===== config.mk =====
export PLATFORM = sky130hd
export DESIGN_NAME = wav_header_parser
export DESIGN_NICKNAME = d
export VERILOG_FILES = /design/src/whp_pkg.sv /design/src/whp_front.sv /design/src/whp_parse.sv /design/src/wav_header_parser.sv
export SDC_FILE = /design/constraint.sdc
export NUM_CORES = 1
export LEC_CHECK = 0
export ABC_CLOCK_PERIOD_IN_PS = 8750
export BUFFER_PORTS_ARGS = -buffer_cell sky130_fd_sc_hd__buf_2
export CORE_MARGIN = 8
export CORE_UTILIZATION = 30
export CTS_BUF_LIST = sky130_fd_sc_hd__clkbuf_8 sky130_fd_sc_hd__clkbuf_16
export DETAILED_ROUTE_END_ITERATION = 6
export SKIP_LAST_GASP = 1
export SLEW_MARGIN = 20
export SYNTH_ARGS = -nofsm -noshare
export SYNTH_HDL_FRONTEND = slang
export SYNTH_SLANG_ARGS = --single-unit

===== constraint.sdc =====
create_clock -name clk -period 8.75 [get_ports clk]
set_clock_uncertainty 0.05 [all_clocks]
set_input_delay 1.3125 -clock clk [delete_from_list [all_inputs] [get_ports clk]]
set_output_delay 1.3125 -clock clk [all_outputs]
set_load 0.01 [all_outputs]

===== src/whp_pkg.sv =====
// Shared types and constants for the WAVE header parser.
package whp_pkg;

    typedef struct packed {
        logic [7:0] header_byte;
        logic       first;
    } in_item_t;

    typedef struct packed {
        logic [2:0]  status;
        logic [31:0] rate_hz;
        logic [15:0] sample_bits;
        logic        is_stereo;
        logic [32:0] data_start;
        logic [33:0] data_stop;
    } out_item_t;

    // Status codes
    localparam logic [2:0] ST_OK       = 3'd0;
    localparam logic [2:0] ST_BAD_RIFF = 3'd1;
    localparam logic [2:0] ST_BAD_WAVE = 3'd2;
    localparam logic [2:0] ST_NO_FMT   = 3'd3;
    localparam logic [2:0] ST_NOT_PCM  = 3'd4;
    localparam logic [2:0] ST_NO_DATA  = 3'd5;
    localparam logic [2:0] ST_LAYOUT   = 3'd6;

    // Chunk ids as they sit in the little-endian shift register
    localparam logic [31:0] SIG_RIFF = 32'h4646_4952;
    localparam logic [31:0] SIG_WAVE = 32'h4556_4157;
    localparam logic [31:0] SIG_FMT  = 32'h2074_6D66;
    localparam logic [31:0] SIG_DATA = 32'h6174_6164;

    localparam logic [32:0] OFFSET_STOP = 33'h1_FFFF_FFFF;
    localparam logic [33:0] FIRST_CHUNK = 34'd12;

    localparam int QUEUE_DEPTH = 4;

endpackage


===== src/whp_front.sv =====
// Input side: accepts header bytes and queues them for the parser.
module whp_front
(
    input  logic              clk,
    input  logic              rst_n,
    input  logic              in_valid,
    output logic              in_stall,
    input  whp_pkg::in_item_t in_item,
    output logic              q_valid,
    output whp_pkg::in_item_t q_item,
    input  logic              q_pop
);

    localparam int QD  = whp_pkg::QUEUE_DEPTH;
    localparam int QAW = $clog2(QD);

    whp_pkg::in_item_t mem_reg [QD];
    logic [QAW-1:0] wr_ptr_reg, wr_ptr_next;
    logic [QAW-1:0] rd_ptr_reg, rd_ptr_next;
    logic [QAW:0]   count_reg, count_next;
    logic           push;

    assign in_stall = (count_reg == (QAW+1)'(QD));
    assign push     = in_valid && !in_stall;
    assign q_valid  = (count_reg != '0);
    assign q_item   = mem_reg[rd_ptr_reg];

    always_comb
    begin
        wr_ptr_next = push  ? wr_ptr_reg + 1'b1 : wr_ptr_reg;
        rd_ptr_next = q_pop ? rd_ptr_reg + 1'b1 : rd_ptr_reg;
        count_next  = count_reg;
        if (push && !q_pop)
        begin
            count_next = count_reg + 1'b1;
        end
        else if (!push && q_pop)
        begin
            count_next = count_reg - 1'b1;
        end
    end

    always_ff @(posedge clk or negedge rst_n)
    begin
        if (!rst_n)
        begin
            wr_ptr_reg <= '0;
            rd_ptr_reg <= '0;
            count_reg  <= '0;
        end
        else
        begin
            wr_ptr_reg <= wr_ptr_next;
            rd_ptr_reg <= rd_ptr_next;
            count_reg  <= count_next;
        end
    end

    always_ff @(posedge clk)
    begin
        if (push)
        begin
            mem_reg[wr_ptr_reg] <= in_item;
        end
    end

    a_no_underflow: assert property (@(posedge clk) disable iff (!rst_n)
        q_pop |-> count_reg != '0)
        else $error("queue popped while empty");

    a_count_bound: assert property (@(posedge clk) disable iff (!rst_n)
        count_reg <= (QAW+1)'(QD))
        else $error("queue count beyond depth");

    a_count_up: assert property (@(posedge clk) disable iff (!rst_n)
        push && !q_pop |=> count_reg == $past(count_reg) + 1'b1)
        else $error("queue count lost a request");

endmodule


===== src/whp_parse.sv =====
// Parser: walks RIFF chunks one byte per cycle unless stalled, holds results.
module whp_parse
#(
    parameter int WINDOW_BYTES = 2048
)
(
    input  logic               clk,
    input  logic               rst_n,
    input  logic               cfg_valid,
    input  logic [10:0]        cfg_data,
    input  logic               q_valid,
    input  whp_pkg::in_item_t  q_item,
    output logic               q_pop,
    output logic               out_valid,
    input  logic               out_stall,
    output whp_pkg::out_item_t out_item
);

    localparam int LIMIT_RAW = WINDOW_BYTES - 256;
    localparam logic [10:0] LIMIT_RESET = (LIMIT_RAW > 2047) ? 11'd2047 : 11'(LIMIT_RAW);

    localparam logic [2:0] PH_IDLE      = 3'd0;
    localparam logic [2:0] PH_HDR       = 3'd1;
    localparam logic [2:0] PH_FMT_SEEK  = 3'd2;
    localparam logic [2:0] PH_FMT_BODY  = 3'd3;
    localparam logic [2:0] PH_DATA_SEEK = 3'd4;
    localparam logic [2:0] PH_DATA_BODY = 3'd5;
    localparam logic [2:0] PH_DONE      = 3'd6;

    logic [10:0] search_limit_reg;
    logic [2:0]  phase_reg, phase_next;
    logic [32:0] byte_offset_reg, byte_offset_next;
    logic [33:0] chunk_start_reg, chunk_start_next;
    logic [31:0] field_shift_reg, field_shift_next;
    logic [31:0] chunk_size_reg, chunk_size_next;
    logic [15:0] format_tag_reg, format_tag_next;
    logic [15:0] channel_count_reg, channel_count_next;
    logic [31:0] held_rate_reg, held_rate_next;
    logic [15:0] held_bits_reg, held_bits_next;
    logic        out_valid_reg;
    whp_pkg::out_item_t out_item_reg;

    logic        active;
    logic [2:0]  ph;
    logic [32:0] pos;
    logic [31:0] base_shift, sh;
    logic [33:0] cs;
    logic [33:0] rel;
    logic        before_chunk;
    logic        over_limit;
    logic [32:0] start_off;
    logic        stereo;
    logic        res_valid;
    whp_pkg::out_item_t res;

    assign q_pop     = q_valid && (!out_valid_reg || !out_stall);
    assign out_valid = out_valid_reg;
    assign out_item  = out_item_reg;

    always_comb
    begin
        phase_next         = phase_reg;
        byte_offset_next   = byte_offset_reg;
        chunk_start_next   = chunk_start_reg;
        field_shift_next   = field_shift_reg;
        chunk_size_next    = chunk_size_reg;
        format_tag_next    = format_tag_reg;
        channel_count_next = channel_count_reg;
        held_rate_next     = held_rate_reg;
        held_bits_next     = held_bits_reg;
        res_valid          = 1'b0;
        res                = '0;

        active = q_item.first || (phase_reg != PH_IDLE && phase_reg != PH_DONE);
        ph     = q_item.first ? PH_HDR : phase_reg;
        pos    = q_item.first ? '0 : byte_offset_reg;
        cs     = q_item.first ? whp_pkg::FIRST_CHUNK : chunk_start_reg;
        base_shift   = q_item.first ? '0 : field_shift_reg;
        sh           = {q_item.header_byte, base_shift[31:8]};
        rel          = {1'b0, pos} - cs;
        before_chunk = ({1'b0, pos} < cs);
        over_limit   = (cs > {23'd0, search_limit_reg});
        start_off    = cs[32:0] + 33'd8;
        stereo       = (channel_count_reg == 16'd2);

        if (q_pop)
        begin
            // restart: drop everything from the previous parse
            if (q_item.first)
            begin
                phase_next         = PH_HDR;
                byte_offset_next   = '0;
                chunk_start_next   = whp_pkg::FIRST_CHUNK;
                field_shift_next   = '0;
                chunk_size_next    = '0;
                format_tag_next    = '0;
                channel_count_next = '0;
                held_rate_next     = '0;
                held_bits_next     = '0;
            end
            if (active && pos != whp_pkg::OFFSET_STOP)
            begin
                byte_offset_next = pos + 33'd1;
                field_shift_next = sh;
                case (ph)
                    PH_HDR:
                    begin
                        if (pos == 33'd3 && sh != whp_pkg::SIG_RIFF)
                        begin
                            res_valid  = 1'b1;
                            res.status = whp_pkg::ST_BAD_RIFF;
                        end
                        else if (pos == 33'd11)
                        begin
                            if (sh != whp_pkg::SIG_WAVE)
                            begin
                                res_valid  = 1'b1;
                                res.status = whp_pkg::ST_BAD_WAVE;
                            end
                            else
                            begin
                                phase_next = PH_FMT_SEEK;
                            end
                        end
                    end
                    PH_FMT_SEEK, PH_DATA_SEEK:
                    begin
                        if (!before_chunk && rel == 34'd3)
                        begin
                            if (ph == PH_FMT_SEEK && sh == whp_pkg::SIG_FMT)
                            begin
                                phase_next = PH_FMT_BODY;
                            end
                            else if (ph == PH_DATA_SEEK && sh == whp_pkg::SIG_DATA)
                            begin
                                phase_next = PH_DATA_BODY;
                            end
                            else if (over_limit)
                            begin
                                res_valid  = 1'b1;
                                res.status = (ph == PH_FMT_SEEK) ? whp_pkg::ST_NO_FMT
                                                                 : whp_pkg::ST_NO_DATA;
                            end
                        end
                        else if (!before_chunk && rel == 34'd7)
                        begin
                            // skip the unwanted chunk: header plus body
                            chunk_start_next = cs + {2'b00, sh} + 34'd8;
                        end
                    end
                    PH_FMT_BODY:
                    begin
                        if (!before_chunk && rel == 34'd7)
                        begin
                            chunk_size_next = sh;
                        end
                        else if (!before_chunk && rel == 34'd9)
                        begin
                            format_tag_next = sh[31:16];
                            if (sh[31:16] != 16'd1)
                            begin
                                res_valid  = 1'b1;
                                res.status = whp_pkg::ST_NOT_PCM;
                            end
                        end
                        else if (!before_chunk && rel == 34'd11)
                        begin
                            channel_count_next = sh[31:16];
                        end
                        else if (!before_chunk && rel == 34'd15)
                        begin
                            held_rate_next = sh;
                        end
                        else if (!before_chunk && rel == 34'd23)
                        begin
                            held_bits_next = sh[31:16];
                            if (chunk_size_reg < 32'd16)
                            begin
                                res_valid  = 1'b1;
                                res.status = whp_pkg::ST_LAYOUT;
                            end
                            else
                            begin
                                chunk_start_next = cs + {2'b00, chunk_size_reg} + 34'd8;
                                phase_next       = PH_DATA_SEEK;
                            end
                        end
                    end
                    PH_DATA_BODY:
                    begin
                        if (!before_chunk && rel == 34'd7)
                        begin
                            res_valid       = 1'b1;
                            res.status      = (stereo && held_bits_reg == 16'd16)
                                              ? whp_pkg::ST_OK : whp_pkg::ST_LAYOUT;
                            res.rate_hz     = held_rate_reg;
                            res.sample_bits = held_bits_reg;
                            res.is_stereo   = stereo;
                            res.data_start  = start_off;
                            res.data_stop   = {1'b0, start_off} + {2'b00, sh};
                        end
                    end
                    default:
                    begin
                    end
                endcase
                if (res_valid)
                begin
                    phase_next = PH_DONE;
                end
            end
        end
    end

    always_ff @(posedge clk or negedge rst_n)
    begin
        if (!rst_n)
        begin
            search_limit_reg  <= LIMIT_RESET;
            phase_reg         <= PH_IDLE;
            byte_offset_reg   <= '0;
            chunk_start_reg   <= whp_pkg::FIRST_CHUNK;
            field_shift_reg   <= '0;
            chunk_size_reg    <= '0;
            format_tag_reg    <= '0;
            channel_count_reg <= '0;
            held_rate_reg     <= '0;
            held_bits_reg     <= '0;
            out_valid_reg     <= 1'b0;
        end
        else
        begin
            if (cfg_valid)
            begin
                search_limit_reg <= cfg_data;
            end
            phase_reg         <= phase_next;
            byte_offset_reg   <= byte_offset_next;
            chunk_start_reg   <= chunk_start_next;
            field_shift_reg   <= field_shift_next;
            chunk_size_reg    <= chunk_size_next;
            format_tag_reg    <= format_tag_next;
            channel_count_reg <= channel_count_next;
            held_rate_reg     <= held_rate_next;
            held_bits_reg     <= held_bits_next;
            if (res_valid)
            begin
                out_valid_reg <= 1'b1;
            end
            else if (!out_stall)
            begin
                out_valid_reg <= 1'b0;
            end
        end
    end

    always_ff @(posedge clk)
    begin
        if (res_valid)
        begin
            out_item_reg <= res;
        end
    end

    a_result_ends_parse: assert property (@(posedge clk) disable iff (!rst_n)
        res_valid |=> phase_reg == PH_DONE)
        else $error("parse continued after its result");

    a_idle_clean: assert property (@(posedge clk) disable iff (!rst_n)
        phase_reg == PH_IDLE |-> byte_offset_reg == '0)
        else $error("bytes counted before first byte");

    a_body_inside: assert property (@(posedge clk) disable iff (!rst_n)
        (phase_reg == PH_FMT_BODY || phase_reg == PH_DATA_BODY)
        |-> chunk_start_reg < {1'b0, byte_offset_reg})
        else $error("chunk body entered before its start");

    a_no_overwrite: assert property (@(posedge clk) disable iff (!rst_n)
        out_valid_reg && out_stall |-> !res_valid)
        else $error("held result overwritten");

endmodule


===== src/wav_header_parser.sv =====
// Top level of the RIFF/WAVE header parser.
// Header bytes enter one per request from offset zero up (first marks offset zero and
// restarts the parse); each parse gives at most one result with a status, the fmt
// fields and the data chunk bounds. The block sustains one byte per cycle while no result
// is held by the receiver: every byte is a single update of the parser's counters and
// shift register. A byte passes through a four-entry input queue: it is written into the
// queue memory when accepted and leaves it from there; its result, if any, lands in the
// output register at the edge where the byte leaves the queue, so a result passes through
// the queue memory and the output register before it is offered. A result held by the
// receiver stops the queue, and the input stalls once four bytes wait. The search limit
// register resets to WINDOW_BYTES - 256 (at most 2047) and may be written whenever no
// parse is in flight; no clearing pass follows reset.
module wav_header_parser
#(
    parameter int WINDOW_BYTES = 2048
)
(
    input  logic               clk,
    input  logic               rst_n,
    input  logic               cfg_valid,
    output logic               cfg_ready,
    input  logic [10:0]        cfg_data,
    input  logic               in_valid,
    output logic               in_stall,
    input  whp_pkg::in_item_t  in_item,
    output logic               out_valid,
    input  logic               out_stall,
    output whp_pkg::out_item_t out_item
);

    logic              q_valid;
    logic              q_pop;
    whp_pkg::in_item_t q_item;

    assign cfg_ready = 1'b1;

    whp_front u_front
    (
        .clk      (clk),
        .rst_n    (rst_n),
        .in_valid (in_valid),
        .in_stall (in_stall),
        .in_item  (in_item),
        .q_valid  (q_valid),
        .q_item   (q_item),
        .q_pop    (q_pop)
    );

    whp_parse #(
        .WINDOW_BYTES (WINDOW_BYTES)
    ) u_parse
    (
        .clk       (clk),
        .rst_n     (rst_n),
        .cfg_valid (cfg_valid),
        .cfg_data  (cfg_data),
        .q_valid   (q_valid),
        .q_item    (q_item),
        .q_pop     (q_pop),
        .out_valid (out_valid),
        .out_stall (out_stall),
        .out_item  (out_item)
    );

endmodule


# After elaboration in Yosys (flattened, before gate mapping)

Memory sizes are Yosys's and may differ from the RTL's.
Cells that the tools add are included.

Magnitude comparators: 3
Muxes and demuxes: 100
Reductions and logical operators: 30
Add/sub/neg operators: 12
Equal/unequal tests: 24

Operators by type and width:

| kind                  | number |
|---|---|
| $mux 32               | 13 |
| $mux 34               | 10 |
| $mux 16               | 14 |
| $mux 119              | 1 |
| $eq 34x4->1 const B   | 3 |
| $mux 3                | 31 |
| $add 34x32->34        | 2 |
| $add 34x4->34 const B | 2 |
| $pmux 34 s2           | 1 |
| $mux 33               | 2 |
| $ne 32x31->1 const B  | 2 |
| $add 33x32->34        | 1 |
| $eq 34x2->1 const B   | 1 |
| $eq 34x3->1 const B   | 1 |
| $eq 34x5->1 const B   | 1 |
| $gt 34x11->1          | 1 |
| $lt 33x34->1          | 1 |
| $sub 33x34->34        | 1 |
| $add 33x1->33 const B | 1 |
| $add 33x4->33 const B | 1 |
| $eq 33x2->1 const B   | 1 |
| $eq 33x4->1 const B   | 1 |
| $ne 33x33->1 const B  | 1 |
| $eq 32x30->1 const B  | 1 |
| other kinds (26)      | 75 |

Output and inout port bits: 122
Flip-flop bits (word level): 328
RAM bits: 36
Memories: 1
Word-level logic and storage cells: 189
Input port bits: 25

Memory list:

| name            | depth | bits a word | rd ports | clocked after Yosys merged registers in | wr ports | line            | text |
|---|---|---|---|---|---|---|---|
| u_front.mem_reg | 4     | 9           | 1        | 0                                       | 1        | whp_front.sv:17 | `whp_pkg::in_item_t mem_reg [QD];` |

# Logic depth before layout (Yosys ltp)

An unclocked memory read counts as a cell.

Word-level depth: 16
Mapped depth: 32
Mapped depth without buffers: 25

# Hierarchy

Synthesis repeated with hierarchy kept, for this count alone.

Cells, all modules: 2845
Area total of the unflattened synthesis: 26046.2 µm²

By module, submodules not included:

| module            | sequential area each (µm²) | instances | cells an instance | area an instance (µm²) |
|---|---|---|---|---|
| whp_parse         | 8634.5                     | 1         | 2761              | 24303.3 |
| whp_front         | 1256.2                     | 1         | 82                | 1731.7 |
| wav_header_parser | 0.0                        | 1         | 2                 | 11.3 |

# Worst setup path before layout

Ideal clock, no wire load.

Kind: reg2reg
Start: register u_front.rd_ptr_reg[1]
End: register u_parse.out_item_reg (netlist bit u_parse.out_item[0]), enable pin
Path slack: -0.148 ns
Library setup time: 0.472 ns
Buffers on the path: 8
Period minus slack after synthesis: 8.898 ns
Data required time: 8.228 ns
Stages on the path, launching flop included: 27
Arrival time: 8.376 ns
Cell sequence: dfrtp_1 > buf_4 > mux2i_1 > mux2_2 > clkbuf_1 > clkbuf_1 > buf_2 > buf_1 > clkbuf_1 > clkbuf_1 > clkbuf_1 > nand2_1 > ha_1 > nand2b_1 > o2111ai_1 > o2111ai_1 > a31o_2 > a21o_1 > a221o_1 > a2111oi_0 > nor4b_2 > nand4_2 > nor4_4 > nand2_2 > o2111a_1 > or2_1 > inv_1

Word-level cells in the longest chain between the ends: 15
Elaborated cells between the ends (all ways): 59
Classes of those cells: add/sub (1); order compare (2); eq/ne (19); mux (23); reduce/logical (13); memory (1)

Ends and longest elaborated chain:

| what                                                  | line                             | text |
|---|---|---|
| start, declared                                       | whp_front.sv:19                  | `logic [QAW-1:0] rd_ptr_reg, rd_ptr_next;` |
| start signal, assigned                                | whp_front.sv:54                  | `rd_ptr_reg <= rd_ptr_next;` |
| $mem_v2 4x9 (*)                                       | -                                |  |
| $mux 33 / $mux 34 (equally long branches)             | whp_parse.sv:76, whp_parse.sv:77 |  |
| $sub 33x34->34 / $lt 33x34->1 (equally long branches) | whp_parse.sv:80, whp_parse.sv:81 |  |
| $eq 34x5->1 / $logic_not 1->1 (equally long branches) | -                                |  |
| $logic_and 1x1->1                                     | whp_parse.sv:174                 | `else if (!before_chunk && rel == 34'd23)` |
| $mux 1                                                | whp_parse.sv:174                 |  |
| $mux 1                                                | whp_parse.sv:170                 | `else if (!before_chunk && rel == 34'd15)` |
| $mux 1                                                | whp_parse.sv:166                 | `else if (!before_chunk && rel == 34'd11)` |
| $mux 1                                                | whp_parse.sv:157                 | `else if (!before_chunk && rel == 34'd9)` |
| $mux 1                                                | whp_parse.sv:153                 | `if (!before_chunk && rel == 34'd7)` |
| $pmux 1 s4                                            | whp_parse.sv:105                 | `case (ph)` |
| $mux 1                                                | whp_parse.sv:101                 | `if (active && pos != whp_pkg::OFFSET_STOP)` |
| $mux 1                                                | whp_parse.sv:86                  | `if (q_pop)` |
| $mux 1 (*)                                            | whp_parse.sv:101                 |  |
| $mux 1 (*)                                            | whp_parse.sv:86                  |  |
| via u_parse.res_valid                                 | whp_parse.sv:53                  | `logic res_valid;` |
| end signal, assigned                                  | whp_parse.sv:261                 | `out_item_reg <= res;` |
| end, declared                                         | whp_parse.sv:41                  | `whp_pkg::out_item_t out_item_reg;` |

The timed path passes the listed nets; every way through them passes the cells marked *. The select of a mux whose other input is x is not followed.
A chain may end at the register's enable or synchronous reset.

# Final worst setup path

Start: register u_front.rd_ptr_reg[0]
End: register u_parse.out_item_reg (netlist bit u_parse.out_item[93]), enable pin

Same word-level chain as after synthesis.

==> impl_metrics.yaml <==
clocking:
  clock_sinks: 364
  cts_buffers: 42
  cts-root-buf: "clkbuf_16"
  cts_max_level: 2
  clockBufferDepth: 3
  cts.clk_slew.worst_paths_ps: 60
  cts_tree: "yes"
  postCtsSetupBuffers: 0
  ctsResizeCount: 0
  hold_buffers: 0
  clk_latency_ps: 600
placed_design:
  place_congestion: 0.944
  port_buffers: 145
  dp_hpwl_mm: 63.8
synthesis:
  yosysTopAreaCell: "dfrtp_1"
  synthArstFlopShare_pct: 57.4
  post_synth.cell_area_avg_um2: 9.33
  yosysMostFrequentCell: "nand2_1"
  ys_top_cells_by_count: "nand2_1, dfrtp_1, ha_1, nor2_1, edfxtp_1"
  syn_nets: 2885
  synthFlopType: "dfrtp_1"
  yosysSeqAreaShare_pct: 39.6
  yosys-top-cells-area: "dfrtp_1, edfxtp_1, ha_1"
  synth.distinct_cells: 99
  synth_warnings: 0
  syn_inst: 2675
  synth-seq-cells: 364
  synth_area_um2: 25000
  synth-edff-count: 155
  yosys.area.top_type_share_pct: 20.5
worst_setup_path:
  reg2reg_depth: 20
  crit_fanout: 75
  rrSetupSlack_ps: 1470
  r2r-start: "u_front.rd_ptr_reg[0]$_DFFE_PN0P_"
  critPathCaptureType: "flop"
  startpoint_type: "flop"
  rr_endpoint: "u_parse.out_item[93]$_SDFFCE_PN0P_"
  crit_required_ps: 8900
  arrival_ps: 7430
  critPathKind: "reg -> reg"
hold_path:
  hold_end: "u_parse.field_shift_reg[16]$_DFFE_PN0P_"
  hp-start: "u_parse.field_shift_reg[16]$_DFFE_PN0P_"
  hold_path.class: "reg -> reg"
  min_path_cells: 2
job:
  cap_viol_max_count: 0
route:
  drt_pre_antenna_iters: 7
  routed_wl_mm: 84.7
  wl_per_cell_um: 22.0
  ant_nets: 0
  viasPerCell: 5.49
  drt_iter0_drc: 1916
  vias: 21200
  drc: 7
global_routing:
  grt_max_degree: 109
  grt_pass1_wl_mm: 127
  grt_pass1_vias: 20200
  antenna_found_initial: 2
  grtUsageTotal_pct: 17.4
  overflow: 0
timing:
  hold_viol_final: 0
  finalSetupViolations: 0
  tightest_slew_ps: 1100
  fin_tns_setup_ps: 0
  rsz0062_at_grt: "no"
  whs_ps: 432
  final_max_slew_viol_count: 0
  fin_crit_sh_pct: 83.2
  slew-limit-headroom_pct: 26.2
  period_needed_ps: 7280
  fmax_mhz: 137
power:
  p_leak_nw: 12.6
  peakVddDrop_v: 0.000134
  p_per_area_nw_per_um2: 237
  power_mw: 6.66
floorplanning:
  start_util_pct: 30.3
  die_x_um: 304
  dieArea_um2: 92700
  ios: 147
  core-area_um2: 82200
  rows: 105
  fp.dieH_um: 304
finish:
  largest_reg_flops: 119
  drive_gt1_share_pct: 11.3
  syn2layout_area_growth_pct: 12.8
  fin_nets: 2964
outcome:
  violations: "DRC"
  outcome: "finished, violations left"
## worst max path at each step
stage | from | end | cells after the start
floorplan | u_front.rd_ptr_reg[1]$_DFFE_PN0P_ | u_parse.out_item[0]$_SDFFCE_PN0P_ | 25
global placement | u_front.rd_ptr_reg[0]$_DFFE_PN0P_ | u_parse.out_item[90]$_SDFFCE_PN0P_ | 18
detailed placement | u_front.rd_ptr_reg[0]$_DFFE_PN0P_ | u_parse.out_item[2]$_SDFFCE_PN0P_ | 20
CTS | u_front.rd_ptr_reg[0]$_DFFE_PN0P_ | u_parse.out_item[107]$_SDFFCE_PN0P_ | 20
global route | u_front.rd_ptr_reg[0]$_DFFE_PN0P_ | u_parse.out_item[105]$_SDFFCE_PN0P_ | 18
finish | u_front.rd_ptr_reg[0]$_DFFE_PN0P_ | u_parse.out_item[93]$_SDFFCE_PN0P_ | 20
## power breakdown
group	internal (mW)	leakage (nW)	total (mW)	switching [mW]
Combinational	0.693	7.44	2.59	1.89
Clock	1.15	0.747	1.94	0.791
Sequential	1.98	4.37	2.14	0.155
## metal layers
layer | wire length, um | part of all wire, % | global-route usage, %
met4 | 3000 | 3.5 | 6.13
met3 | 6620 | 7.8 | 3.19
met5 | 10 | 0.012 | 0
met2 | 37200 | 44 | 27.0
met1 | 37900 | 45 | 24.1
## layout by cell type, fill, tap and decap left out, drive strengths merged, types with 13 or more instances in the layout
master   count
a31oi       22
xnor2      112
a22oi       21
edfxtp     155
a22o        39
xor2        68
nand3       75
a21oi      120
dfrtp      204
o21ai      148
a211oi      15
nor2b       54
or3         24
maj3        20
nand2      339
nand4       39
buf        167
and2        88
o21a        17
nand2b      38
nor3        52
nor2       171
mux2i       37
nor4        49
clkinv      13
inv        131
and3        30
a21o        49
ha         180
o2bb2ai     21
or2         14
clkbuf      47
nand3b      13
## through the flow
stage	utilization [%]	area (um^2)	instances	setup slack [ps]
after floorplan	-	25000	2675	993
after global placement	32.4	26600	3780	1660
after detailed placement	32.4	26600	3780	1510
after CTS	34.2	28100	3857	1500
after global routing	34.2	28100	3857	1010
final	34.2	28100	3858	1470
## critical path, stage by stage (launching register included)
cell        delay (ps)
dfrtp_1            790
mux4_4             960
buf_12             290
nor2b_1            320
inv_1               80
ha_1               380
inv_1              120
nor2_1              50
nor2_1             120
xor2_1             160
o2111ai_1          130
a2111oi_0          500
o2111ai_1          200
nor4b_2            390
nand4_2            230
nor4_4             320
nand2_2            180
o2111a_1           320
or2_1              310
clkinvlp_4         100
buf_4              690
## cells by family (layout without fill, tap and decap cells)
group | count (synthesis) | count (layout) | share of synthesized area (%)
AO/OA/AOI/OAI | 590 | 590 | 15.9
buffers and inverters | 258 | 370 | 4.39
multiplexers | 54 | 54 | 2.66
flip-flops | 364 | 364 | 39.6
other | 1 | 2 | 0.0150
adder cells (fa/ha/maj) | 205 | 205 | 10.2
XOR/XNOR | 180 | 180 | 6.41
AND/OR/NAND/NOR | 1023 | 1023 | 20.8
## layout make-up
class	instances	area [um^2]
clock buffer	47	1130
antenna	1	2.50
inverter	126	477
fill	8467	54100
sequential	364	9890
timing repair buffer	167	913
tap	1070	1340
clock inverter	30	375
multi-input combinational	2053	14000
Note: power is estimated with default switching activity, not from simulation.
